--- config.mk ---
export PLATFORM = sky130hd
export DESIGN_NAME = pae_ctrl
export DESIGN_NICKNAME = d
export VERILOG_FILES = /design/src/hdl/pae_pkg.sv /design/src/hdl/pae_ctrl.sv
export SDC_FILE = /design/constraint.sdc
export NUM_CORES = 1
export LEC_CHECK = 0
export BUFFER_PORTS_ARGS = -buffer_cell sky130_fd_sc_hd__buf_2
export CORE_UTILIZATION = 30
export DETAILED_ROUTE_END_ITERATION = 6
export SLEW_MARGIN = 5
export SYNTH_ARGS = -nofsm -noshare
export SYNTH_HDL_FRONTEND = slang
export SYNTH_SLANG_ARGS = --single-unit
export TNS_END_PERCENT = 50
--- constraint.sdc ---
create_clock -name clk -period 4 [get_ports clk]
set_clock_uncertainty 0.2 [all_clocks]
set_input_delay 0.2 -clock clk [delete_from_list [all_inputs] [get_ports clk]]
set_output_delay 0.2 -clock clk [all_outputs]
set_load 0.01 [all_outputs]
--- src/hdl/pae_pkg.sv ---
package pae_pkg;

    localparam int CMD_W      = 3;
    localparam int POS_W      = 9;
    localparam int DATA_W     = 32;
    localparam int STAT_W     = 3;
    localparam int IDX_OUT_W  = 7;
    localparam int FILL_OUT_W = 8;

    typedef enum logic [CMD_W-1:0] {
        CMD_INSERT  = 3'd0,
        CMD_DELETE  = 3'd1,
        CMD_SEARCH  = 3'd2,
        CMD_UPDATE  = 3'd3,
        CMD_MINMAX  = 3'd4,
        CMD_REVERSE = 3'd5
    } cmd_t;

    typedef enum logic [STAT_W-1:0] {
        ST_OK       = 3'd0,
        ST_FULL     = 3'd1,
        ST_EMPTY    = 3'd2,
        ST_BADPOS   = 3'd3,
        ST_NOTFOUND = 3'd4
    } status_t;

    // Datapath step issued by the controller in one cycle
    typedef enum logic [3:0] {
        STEP_NONE,
        STEP_INS,
        STEP_DEL,
        STEP_SCAN,
        STEP_PUT,
        STEP_REV_RD_LO,
        STEP_REV_RD_HI,
        STEP_REV_WR_LO,
        STEP_REV_WR_HI
    } step_t;

    typedef enum logic [3:0] {
        S_IDLE,
        S_DECODE,
        S_INS,
        S_INS_PUT,
        S_DEL,
        S_UPD,
        S_SRCH,
        S_MM,
        S_REV_RD_LO,
        S_REV_RD_HI,
        S_REV_WR_LO,
        S_REV_WR_HI,
        S_FIN
    } state_t;

    typedef struct packed {
        logic    load;
        logic    setup;
        step_t   step;
        logic    cnt_inc;
        logic    cnt_dec;
        logic    finish;
        status_t fin_status;
    } ctl_t;

    typedef struct packed {
        cmd_t cmd;
        logic empty;
        logic full;
        logic ins_ok;
        logic del_ok;
        logic upd_ok;
        logic ptr_at_tgt;
        logic ptr_lt_cnt;
        logic del_end;
        logic match;
        logic scan_end;
        logic lo_lt_hi;
    } dp_stat_t;

endpackage

--- src/hdl/pae_ctrl.sv ---
module pae_ctrl
    import pae_pkg::*;
(
    input  logic     clk,
    input  logic     rst_n,
    input  logic     start,
    input  dp_stat_t stat,
    output ctl_t     ctl,
    output logic     busy
);

    state_t state_reg;
    state_t state_next;

    // Hold the state
    always_ff @(posedge clk or negedge rst_n)
    begin
        if (!rst_n)
        begin
            state_reg <= S_IDLE;
        end
        else
        begin
            state_reg <= state_next;
        end
    end

    assign busy = (state_reg != S_IDLE);

    // Next state
    always_comb
    begin
        state_next = state_reg;
        case (state_reg)
            S_IDLE:
            begin
                if (start)
                begin
                    state_next = S_DECODE;
                end
            end
            S_DECODE:
            begin
                case (stat.cmd)
                    CMD_INSERT:
                    begin
                        if (stat.full || !stat.ins_ok)
                        begin
                            state_next = S_IDLE;
                        end
                        else
                        begin
                            state_next = S_INS;
                        end
                    end
                    CMD_DELETE:
                    begin
                        if (stat.empty || !stat.del_ok)
                        begin
                            state_next = S_IDLE;
                        end
                        else
                        begin
                            state_next = S_DEL;
                        end
                    end
                    CMD_SEARCH:
                    begin
                        state_next = stat.empty ? S_IDLE : S_SRCH;
                    end
                    CMD_UPDATE:
                    begin
                        if (stat.empty || !stat.upd_ok)
                        begin
                            state_next = S_IDLE;
                        end
                        else
                        begin
                            state_next = S_UPD;
                        end
                    end
                    CMD_MINMAX:
                    begin
                        state_next = stat.empty ? S_IDLE : S_MM;
                    end
                    CMD_REVERSE:
                    begin
                        state_next = stat.empty ? S_IDLE : S_REV_RD_LO;
                    end
                    default:
                    begin
                        state_next = S_IDLE;
                    end
                endcase
            end
            S_INS:
            begin
                if (stat.ptr_at_tgt)
                begin
                    state_next = S_INS_PUT;
                end
            end
            S_INS_PUT:
            begin
                state_next = S_FIN;
            end
            S_DEL:
            begin
                if (stat.del_end)
                begin
                    state_next = S_FIN;
                end
            end
            S_UPD:
            begin
                state_next = S_FIN;
            end
            S_SRCH:
            begin
                if (stat.match || !stat.ptr_lt_cnt)
                begin
                    state_next = S_IDLE;
                end
            end
            S_MM:
            begin
                if (stat.scan_end)
                begin
                    state_next = S_IDLE;
                end
            end
            S_REV_RD_LO:
            begin
                state_next = stat.lo_lt_hi ? S_REV_RD_HI : S_IDLE;
            end
            S_REV_RD_HI:
            begin
                state_next = S_REV_WR_LO;
            end
            S_REV_WR_LO:
            begin
                state_next = S_REV_WR_HI;
            end
            S_REV_WR_HI:
            begin
                state_next = S_REV_RD_LO;
            end
            S_FIN:
            begin
                state_next = S_IDLE;
            end
            default:
            begin
                state_next = S_IDLE;
            end
        endcase
    end

    // Commands to the datapath
    always_comb
    begin
        ctl = '{load: 1'b0, setup: 1'b0, step: STEP_NONE, cnt_inc: 1'b0,
                cnt_dec: 1'b0, finish: 1'b0, fin_status: ST_OK};
        case (state_reg)
            S_IDLE:
            begin
                ctl.load = start;
            end
            S_DECODE:
            begin
                ctl.setup = 1'b1;
                case (stat.cmd)
                    CMD_INSERT:
                    begin
                        if (stat.full)
                        begin
                            ctl.finish     = 1'b1;
                            ctl.fin_status = ST_FULL;
                        end
                        else if (!stat.ins_ok)
                        begin
                            ctl.finish     = 1'b1;
                            ctl.fin_status = ST_BADPOS;
                        end
                    end
                    CMD_DELETE, CMD_UPDATE:
                    begin
                        if (stat.empty)
                        begin
                            ctl.finish     = 1'b1;
                            ctl.fin_status = ST_EMPTY;
                        end
                        else if ((stat.cmd == CMD_DELETE) ? !stat.del_ok : !stat.upd_ok)
                        begin
                            ctl.finish     = 1'b1;
                            ctl.fin_status = ST_BADPOS;
                        end
                    end
                    CMD_SEARCH, CMD_MINMAX, CMD_REVERSE:
                    begin
                        if (stat.empty)
                        begin
                            ctl.finish     = 1'b1;
                            ctl.fin_status = ST_EMPTY;
                        end
                    end
                    default:
                    begin
                        ctl.finish = 1'b1;
                    end
                endcase
            end
            S_INS:
            begin
                if (!stat.ptr_at_tgt)
                begin
                    ctl.step = STEP_INS;
                end
            end
            S_INS_PUT:
            begin
                ctl.step    = STEP_PUT;
                ctl.cnt_inc = 1'b1;
            end
            S_DEL:
            begin
                if (stat.del_end)
                begin
                    ctl.cnt_dec = 1'b1;
                end
                else
                begin
                    ctl.step = STEP_DEL;
                end
            end
            S_UPD:
            begin
                ctl.step = STEP_PUT;
            end
            S_SRCH:
            begin
                if (stat.match)
                begin
                    ctl.finish = 1'b1;
                end
                else if (stat.ptr_lt_cnt)
                begin
                    ctl.step = STEP_SCAN;
                end
                else
                begin
                    ctl.finish     = 1'b1;
                    ctl.fin_status = ST_NOTFOUND;
                end
            end
            S_MM:
            begin
                if (stat.scan_end)
                begin
                    ctl.finish = 1'b1;
                end
                else if (stat.ptr_lt_cnt)
                begin
                    ctl.step = STEP_SCAN;
                end
            end
            S_REV_RD_LO:
            begin
                if (stat.lo_lt_hi)
                begin
                    ctl.step = STEP_REV_RD_LO;
                end
                else
                begin
                    ctl.finish = 1'b1;
                end
            end
            S_REV_RD_HI:
            begin
                ctl.step = STEP_REV_RD_HI;
            end
            S_REV_WR_LO:
            begin
                ctl.step = STEP_REV_WR_LO;
            end
            S_REV_WR_HI:
            begin
                ctl.step = STEP_REV_WR_HI;
            end
            S_FIN:
            begin
                ctl.finish = 1'b1;
            end
            default:
            begin
                ctl.finish = 1'b0;
            end
        endcase
    end

    // A finished transaction always returns the controller to idle
    a_finish_idle: assert property (@(posedge clk) disable iff (!rst_n)
        ctl.finish |=> (state_reg == S_IDLE))
        else $error("controller not idle after finish");

    // An accepted command is decoded in the next cycle
    a_accept_decode: assert property (@(posedge clk) disable iff (!rst_n)
        (start && !busy) |=> (state_reg == S_DECODE))
        else $error("accepted command not decoded");

endmodule

==> run summary, run 1 <==
Commonest non-fill, non-tap cell in the layout: buf_2
Cells after synthesis: 105
Number of diodes: 0
Final Core Density: 0.3918
Mapped cell area: 735.7 um^2
H-tree depth: 1
Max FO, Critical Path: 18
Crit path DAT: 1.95 ns
Die X: 51.52 um
Fmax: 425.9 MHz
PortBufs: 29
WP buf/inv: 1
Crit-path leading delay family: flip-flops
Detailed Routing Iterations Pass 1: 4
Most frequent cells in the layout: buf_2 (29), nor2_1 (11), o21ai_0 (10)
Yosys cell types: 43
Cell Area, Placed: 850.8 um^2
Clock transition at the registers of the reported paths: 0.04 ns
Leak Pwr: 0.4311 nW
Clock buffer depth: 2
CP Capture Type: output pin
Violation count after the first detailed-route iteration: 33
Area of the die: 2654 um^2
Post-route design area: 883.3 um^2
CTS tree: done
Outcome: complete, no violations
First-pass GRT wire length: 3.256 mm
Period minus WS final: 2.348 ns
Vias in the first global route: 754
Critical path startpoint category: register
DP Wirelength: 1.502 mm
Avg WL per Cell: 12.49 um
Setup TNS: 0 ns
CP max stage delay: 0.66 ns
Final Hold Fails: 0
FFs w/ async S/R, synth: 1.000
Register bit total from synthesis: 4
Post-synth EDFFs: 0
Placement row count: 17
Worst path cell trace: or4b_4 -> a221oi_2 -> a311o_1 -> buf_2
Via/cell ratio: 5.465
Largest net degree at the start of global routing: 20
Pins over their slew limit: 0
Post-route DRC: 0
Max VDD drop: 0.2163 mV
Final Total Pwr: 473.6 uW
Final ANT Viol Nets: 0
Synthesis-to-finish area growth: 20.07%
Total global routing overflow: 0
Max-cap violation count: 0
Synthesized Nets: 122
Switching Fraction: 0.5135
Via count: 847
I/O pin count: 30
Starting Density: 0.3263
Nets: 146
Slew margin rel.: 0.6378
Hold Crit Class: in2reg
Highest-delay cell along the critical path: dfrtp_1
Cts bufs inserted: 3
Seq/Total Area, Yosys: 0.1361
Die height: 51.52 um
Comb pwr share: 0.622
Post-Syn Area per Cell: 7.007 um^2
CP required: 3.60 ns
Worst slew pin tran: 0.5433 ns
Net Switching: 243.2 uW
Unrepaired setup endpoints after global routing: no
Placer Congestion: 0.7883
Critical path class: reg2out
Pwr Density: 536.1 nW/um^2
Total Routing Usage GR: 0.1666
Core footprint: 2255 um^2
Sequential power share: 0.272
Final setup vio count: 0
Clock power share: 0.106
Share of post-route cells with drive strength above 1: 0.2913
Crit share post-route: 0.5870
Top_reg_cell synth: dfrtp_1
Pint: 230.4 uW
Max reg flops: 4
Antenna violations before repair: 0
Clock Latency Late Sink: 0.24 ns
Root Buffer: clkbuf_4
Post-Route WL: 1.936 mm
Clk sinks: 4
Yosys warning count: 0
-- what timing repair did --
action / 4_1_cts / 5_1_grt
gates resized for setup: 0 / 0
setup buffers: 0 / 0
hold buffers: 1 / 0
endpoints found under the hold margin: 4 / 0
-- cells in the mapped netlist, types with 2 or more instances --
| cell | n | area share |
|---|---|---|
| buf_2 | 4 | 0.027 |
| a21o_1 | 2 | 0.020 |
| o21ai_0 | 10 | 0.068 |
| clkbuf_1 | 4 | 0.020 |
| nand2b_1 | 4 | 0.034 |
| nand2_1 | 7 | 0.036 |
| a21oi_1 | 3 | 0.020 |
| nor2b_1 | 2 | 0.017 |
| nand3b_1 | 3 | 0.031 |
| mux2i_1 | 2 | 0.027 |
| dfrtp_1 | 4 | 0.14 |
| and3_1 | 4 | 0.034 |
| inv_1 | 6 | 0.031 |
| nor2_1 | 11 | 0.056 |
| buf_6 | 2 | 0.031 |
| o211ai_1 | 3 | 0.031 |
| nor3_1 | 8 | 0.054 |
-- stage by stage --
step,hold slack [ns],cells,worst slack (ns)
after floorplan,-0.2956,105,2.167
after global routing,0.06409,155,1.493
after detailed placement,-0.1925,151,1.897
after global placement,-0.1953,151,1.919
final,0.05936,155,1.652
after CTS,0.05136,155,1.641
-- worst paths after layout --
path / endpoint / slack (ns) / depth (start not counted) / start
worst max register to register: state_reg[0] / 2.04 / 4 / state_reg[0]
worst max-delay path: ctl[3] / 1.65 / 4 / state_reg[0]
max in group asynchronous: state_reg[2] / 3.39 / 2 / rst_n
min in group asynchronous: state_reg[1] / 0.09 / 2 / rst_n
worst min register to register: state_reg[1] / 0.67 / 3 / state_reg[2]
worst min-delay path: state_reg[1] / 0.06 / 2 / stat[11]
-- cell type report --
type                    instances  area, um^2
flip-flops and latches          4       100.1
fillers                       265        1371
clock buffers                   3       22.52
multi-input cells              84       548.0
inverters                       6       22.52
well taps                      28       35.03
repair buffers                 30       155.1
-- layer usage --
metal / vias up / GRT usage / wire (um)
li1: 432 / - / -
met1: 395 / 0.2165 / 880
met2: 16 / 0.2641 / 944
met3: 4 / 0.02924 / 82
met4: 0 / 0.08108 / 29
met5: - / 0 / 0
-- logic make-up after synthesis --
kind of cell,count (synthesis),synth area share
xor gates and xnor gates,2,0.02381
buffers and inverters,17,0.1190
AOI/OAI and AO/OA,31,0.3044
DFF,4,0.1361
muxes,2,0.02721
and+or+nand+nor,49,0.3895
-- power by group through the flow --
| stage | Clock [mW] | Sequential [mW] | Combinational (mW) |
|---|---|---|---|
| floorplan | 0 | 0.0684 | 0.287 |
| global placement | 0 | 0.128 | 0.292 |
| detailed placement | 0 | 0.129 | 0.293 |
| CTS | 0.0518 | 0.127 | 0.297 |
| global route | 0.0565 | 0.139 | 0.331 |
| finish | 0.0500 | 0.129 | 0.295 |
(Power assumes the default switching activity.)
==> inputs of run 2 (changes only) <==
- clock period: 4 -> 1.9 ns (I/O delays scaled with it)
==> run 2 against run 1 <==
Net effect: the run now ends with negative setup slack left; routed wire length is 5.6% higher; setup slack worse by 1.7 ns; first-iteration DRC count is 64% lower; register-to-register slack worse by 1.9 ns; final area is 9.1% higher; sequential cell count stayed put; critical path depth stayed put; critical path type unchanged; critical endpoint unchanged.
==> run summary, run 2 (synthesis results as in run 1) <==
Outcome: finished, violations left
Failing checks: negative setup slack
Number of fill cells in the layout: 247
Nets: 154
Via/cell ratio: 5.215
Final Hold Fails: 0
Max VDD drop: 0.5036 mV
Period minus WS final: 1.917 ns
I/O pin count: 30
Starting Density: 0.3263
WHS: 0.01357 ns
Core footprint: 2255 um^2
Worst slew pin tran: 0.3855 ns
DP Wirelength: 1.513 mm
Placement row count: 17
Final Worst Setup Slack: -0.01668 ns
Avg WL per Cell: 12.54 um
Max reg flops: 4
Clock buffer depth: 2
Share of post-route cells with drive strength above 1: 0.3481
Critical path startpoint category: register
Most frequent cells in the layout: buf_2 (29), nor2_1 (9), o21ai_0 (9)
Via count: 850
First-pass GRT wire length: 3.263 mm
Final ANT Viol Nets: 0
Total Routing Usage GR: 0.1618
Unrepaired setup endpoints after global routing: yes
Crit share post-route: 1.009
Root Buffer: clkbuf_4
Final setup vio count: 1
Post-Route WL: 2.044 mm
Commonest non-fill, non-tap cell in the layout: buf_2
Detailed Routing Iterations Pass 1: 4
Placer Congestion: 0.8210
Highest-delay cell along the critical path: or4b_4
Crit path DAT: 1.62 ns
Total global routing overflow: 0
Slew margin rel.: 0.7422
Synthesis-to-finish area growth: 30.95%
Post-route DRC: 0
Antenna violations before repair: 0
Largest net degree at the start of global routing: 19
Clock transition at the registers of the reported paths: 0.04 ns
Pins over their slew limit: 0
Pwr Density: 1156 nW/um^2
Clock Latency Late Sink: 0.24 ns
Vias in the first global route: 736
Die X: 51.52 um
Fmax: 521.7 MHz
Clk sinks: 4
CP Capture Type: output pin
CTS tree: done
Final Core Density: 0.4273
Die height: 51.52 um
Critical path class: reg2out
CP required: 1.60 ns
Violation count after the first detailed-route iteration: 12
Max-cap violation count: 0
H-tree depth: 1
Cts bufs inserted: 3
CP max stage delay: 0.57 ns
Register area: 100.1 um^2
Hold Crit Class: in2reg
Max FO, Critical Path: 3
Multi-input gate area: 563.0 um^2
Area of the die: 2654 um^2
Worst path cell trace: or4b_4 -> a221oi_2 -> a311o_1 -> buf_2
Number of diodes: 0
Leak Pwr: 0.4691 nW
PortBufs: 29
==> run 2: cell types whose count changed in the layout (fill, tap and decap cells not counted) <==
cell	change
dlygate4sd3_1	+2
o2111ai_1	-1
nor2_1	-2
nor2_2	+2
buf_4	+6
o21ai_0	-1
a21oi_1	-1
o2111ai_2	+1
o21ai_1	+1
a21oi_2	+1
==> run 2: per-layer routing <==
metal	vias to the layer above	track usage	share of wire
met5	-	0	0
met4	0	0.05405	0.0088
met3	2	0.03509	0.025
met2	10	0.2662	0.51
met1	394	0.2074	0.45
li1	444	-	-
==> run 2: what timing repair did <==
action,CTS,global route
setup buffers,1,0
gates resized for setup,0,5
gates cloned,0,0
hold buffers,3,0
endpoints found under the hold margin,5,0
setup endpoints to repair,1,4
pin swaps,2,2
==> run 2: power breakdown <==
part	internal (mW)	switching, mW	total, mW
clock	0.0709	0.0390	0.110
combinational	0.369	0.482	0.852
sequential	0.124	0.0287	0.153
total	0.564	0.550	1.11
==> run 2: worst paths after layout <==
check                      slack, ns  cells past startpoint          from           end
max in group asynchronous       0.79                      3         rst_n  state_reg[0]
min in group asynchronous       0.54                      3         rst_n  state_reg[1]
min reg2reg                     0.55                      3  state_reg[3]  state_reg[1]
max                            -0.02                      4  state_reg[3]        ctl[3]
min                             0.01                      3       stat[1]  state_reg[0]
max reg2reg                     0.15                      5  state_reg[3]  state_reg[0]
==> run 2: metrics by stage <==
step | instances | area, um^2 | setup TNS (ns) | worst slack (ns) | power [mW]
floorplan | 105 | 735.7 | 0 | 0.1721 | 0.7477
global placement | 156 | 888.4 | 0 | 0.1994 | 0.9564
detailed placement | 156 | 888.4 | 0 | 0.1809 | 0.9574
CTS | 163 | 948.4 | -0.05998 | -0.04096 | 1.092
global route | 163 | 963.4 | -0.2353 | -0.1174 | 1.224
finish | 163 | 963.4 | -0.01668 | -0.01668 | 1.114
==> run 2: final cells by class <==
| cell class | instances | share of cell area |
|---|---|---|
| flip-flops and latches | 4 | 0.1039 |
| clock buffers | 3 | 0.02338 |
| multi-input cells | 84 | 0.5844 |
| repair buffers | 38 | 0.2286 |
| inverters | 6 | 0.02338 |
| well taps | 28 | 0.03636 |
==> run 2: worst max-delay path, delay by kind of cell (launching register included) <==
kind / cells / cell delay (ns)
DFF: 1 / 0.37
buffers and inverters: 1 / 0.12
and+or+nand+nor: 1 / 0.57
AOI/OAI and AO/OA: 2 / 0.33
==> inputs of run 3 (changes only) <==
- CORE_MARGIN: not set -> 3
- CORE_UTILIZATION: 30 -> 43
- PLACE_DENSITY: not set -> 0.75
==> run 3 against run 2 <==
Net effect: the flow still finishes with violations (negative setup slack); critical path depth unchanged; combinational power grew 3.9%; final area rose by 0.13%; global-route usage up 5.9 points; largest cell class unchanged; non-clock buffer count grew 2; core utilization rose by 19 points; routed wire length increased by 5.4%; count of clock-buffer cells in the layout unchanged; maximum frequency decreased by 0.88%; sequential share of layout area about the same; critical path type unchanged; sequential cell count is the same; final cell count shrank 6.1%.
==> run summary, run 3 (synthesis results as in run 1) <==
Area of the die: 2243 um^2
GR Util met2: 0.3583
Slew margin rel.: 0.7945
M1 GR Usage: 0.2960
Total Routing Usage GR: 0.2204
Outcome: finished, violations left
Total global routing overflow: 0
Fmax: 517.1 MHz
Via/cell ratio: 5.876
Post-place setup slack: 0.1504 ns
Pins over their slew limit: 0
Crit share post-route: 1.018
Die height: 47.37 um
First-pass GRT wire length: 3.512 mm
Failing checks: negative setup slack
R2r worst-path depth: 5
WHS: 0.01959 ns
Hold Path Sink: state_reg[0]
Cell Area, Placed: 873.3 um^2
Die X: 47.37 um
H-tree depth: 1
Avg WL per Cell: 14.08 um
Hold path start: stat[1]
Pwr Density: 1189 nW/um^2
Largest net degree at the start of global routing: 19
Starting Density: 0.4719
Clock buffer depth: 2
DP Wirelength: 1.547 mm
Vias in the first global route: 756
Period minus WS final: 1.934 ns
Clock transition at the registers of the reported paths: 0.04 ns
Max VDD drop: 0.7183 mV
Worst Hold Depth: 3
Max-cap violation count: 0
Post-route DRC: 0
Antenna violations before repair: 0
Leak Pwr: 0.4797 nW
CP required: 1.60 ns
R2R Path End: state_reg[3]
CTS tree: done
Max reg flops: 4
Final ANT Viol Nets: 0
Synthesis-to-finish area growth: 31.12%
Root Buffer: clkbuf_4
PortBufs: 29
Placer Congestion: 0.8082
GR Util met3: 0.04598
Number of diodes: 0
Clk sinks: 4
GR peak layer: met2
Worst slew pin tran: 0.3082 ns
Final setup vio count: 1
Final Worst Setup Slack: -0.03378 ns
Core footprint: 1559 um^2
Most frequent cells in the layout: buf_2 (29), o21ai_0 (10), nor2_1 (9)
Detailed Routing Iterations Pass 1: 4
Hold Crit Class: in2reg
Setup TNS: -0.03378 ns
I/O pin count: 30
Violation count after the first detailed-route iteration: 9
Crit path DAT: 1.64 ns
Final Total Pwr: 1.147 mW
CP Capture Type: output pin
Share of post-route cells with drive strength above 1: 0.3577
Critical path class: reg2out
FF-to-FF Start: state_reg[2]
Final Hold Fails: 0
Cts bufs inserted: 3
Nets: 156
Via count: 899
Unrepaired setup endpoints after global routing: yes
Clock Latency Late Sink: 0.24 ns
Max FO, Critical Path: 4
Post-Route WL: 2.155 mm
Commonest non-fill, non-tap cell in the layout: buf_2
Worst R2R Setup Slack: 0.14 ns
Critical path startpoint category: register
Post-route design area: 964.7 um^2
Placement row count: 14
run 3: layer usage:
| metal | share of wire | vias up |
|---|---|---|
| met3 | 0.043 | 0 |
| met2 | 0.51 | 26 |
| met1 | 0.45 | 421 |
| li1 | - | 452 |
| met4 | 0 | 0 |
| met5 | 0 | - |
run 3: what timing repair did:
action                     in CTS  in global routing
hold endpoints to repair        5                  0
pin swaps                       2                  0
setup buffers                   3                  0
setup endpoints to repair       1                  4
hold buffers                    3                  0
resized for setup               0                  4
run 3: worst max-delay path by stage:
stage	end	from	cells after the start	slack (ns)
final	ctl[3]	state_reg[1]	4	-0.03
after global routing	ctl[3]	state_reg[1]	4	-0.12
after CTS	ctl[3]	state_reg[1]	4	-0.04
after detailed placement	state_reg[3]	state_reg[2]	5	0.15
after global placement	ctl[3]	state_reg[0]	4	0.20
after floorplan	ctl[3]	state_reg[1]	5	0.17
run 3: through the flow:
stage                     std cells    util
final                           153  0.6188
after global routing            153  0.6188
after CTS                       153  0.6083
after detailed placement        144  0.5602
after global placement          144  0.5602
after floorplan                 105       -
run 3: layout make-up:
cell class	count	area [um^2]
multi-input combinational	84	564.3
clock buffer	3	22.52
inverter	6	22.52
fill	150	594.3
tap	16	20.02
timing repair buffer	40	235.2
sequential	4	100.1
run 3: critical path, stage by stage (launching register included):
cell and delay [ns]:
dfrtp_1 0.38, or4b_4 0.58, a221oi_2 0.18, a311o_1 0.14, buf_2 0.13
run 3: report_power, final:
group          internal [mW]  switching, mW
Combinational          0.390          0.496
Sequential             0.124         0.0283
Clock                 0.0708         0.0377
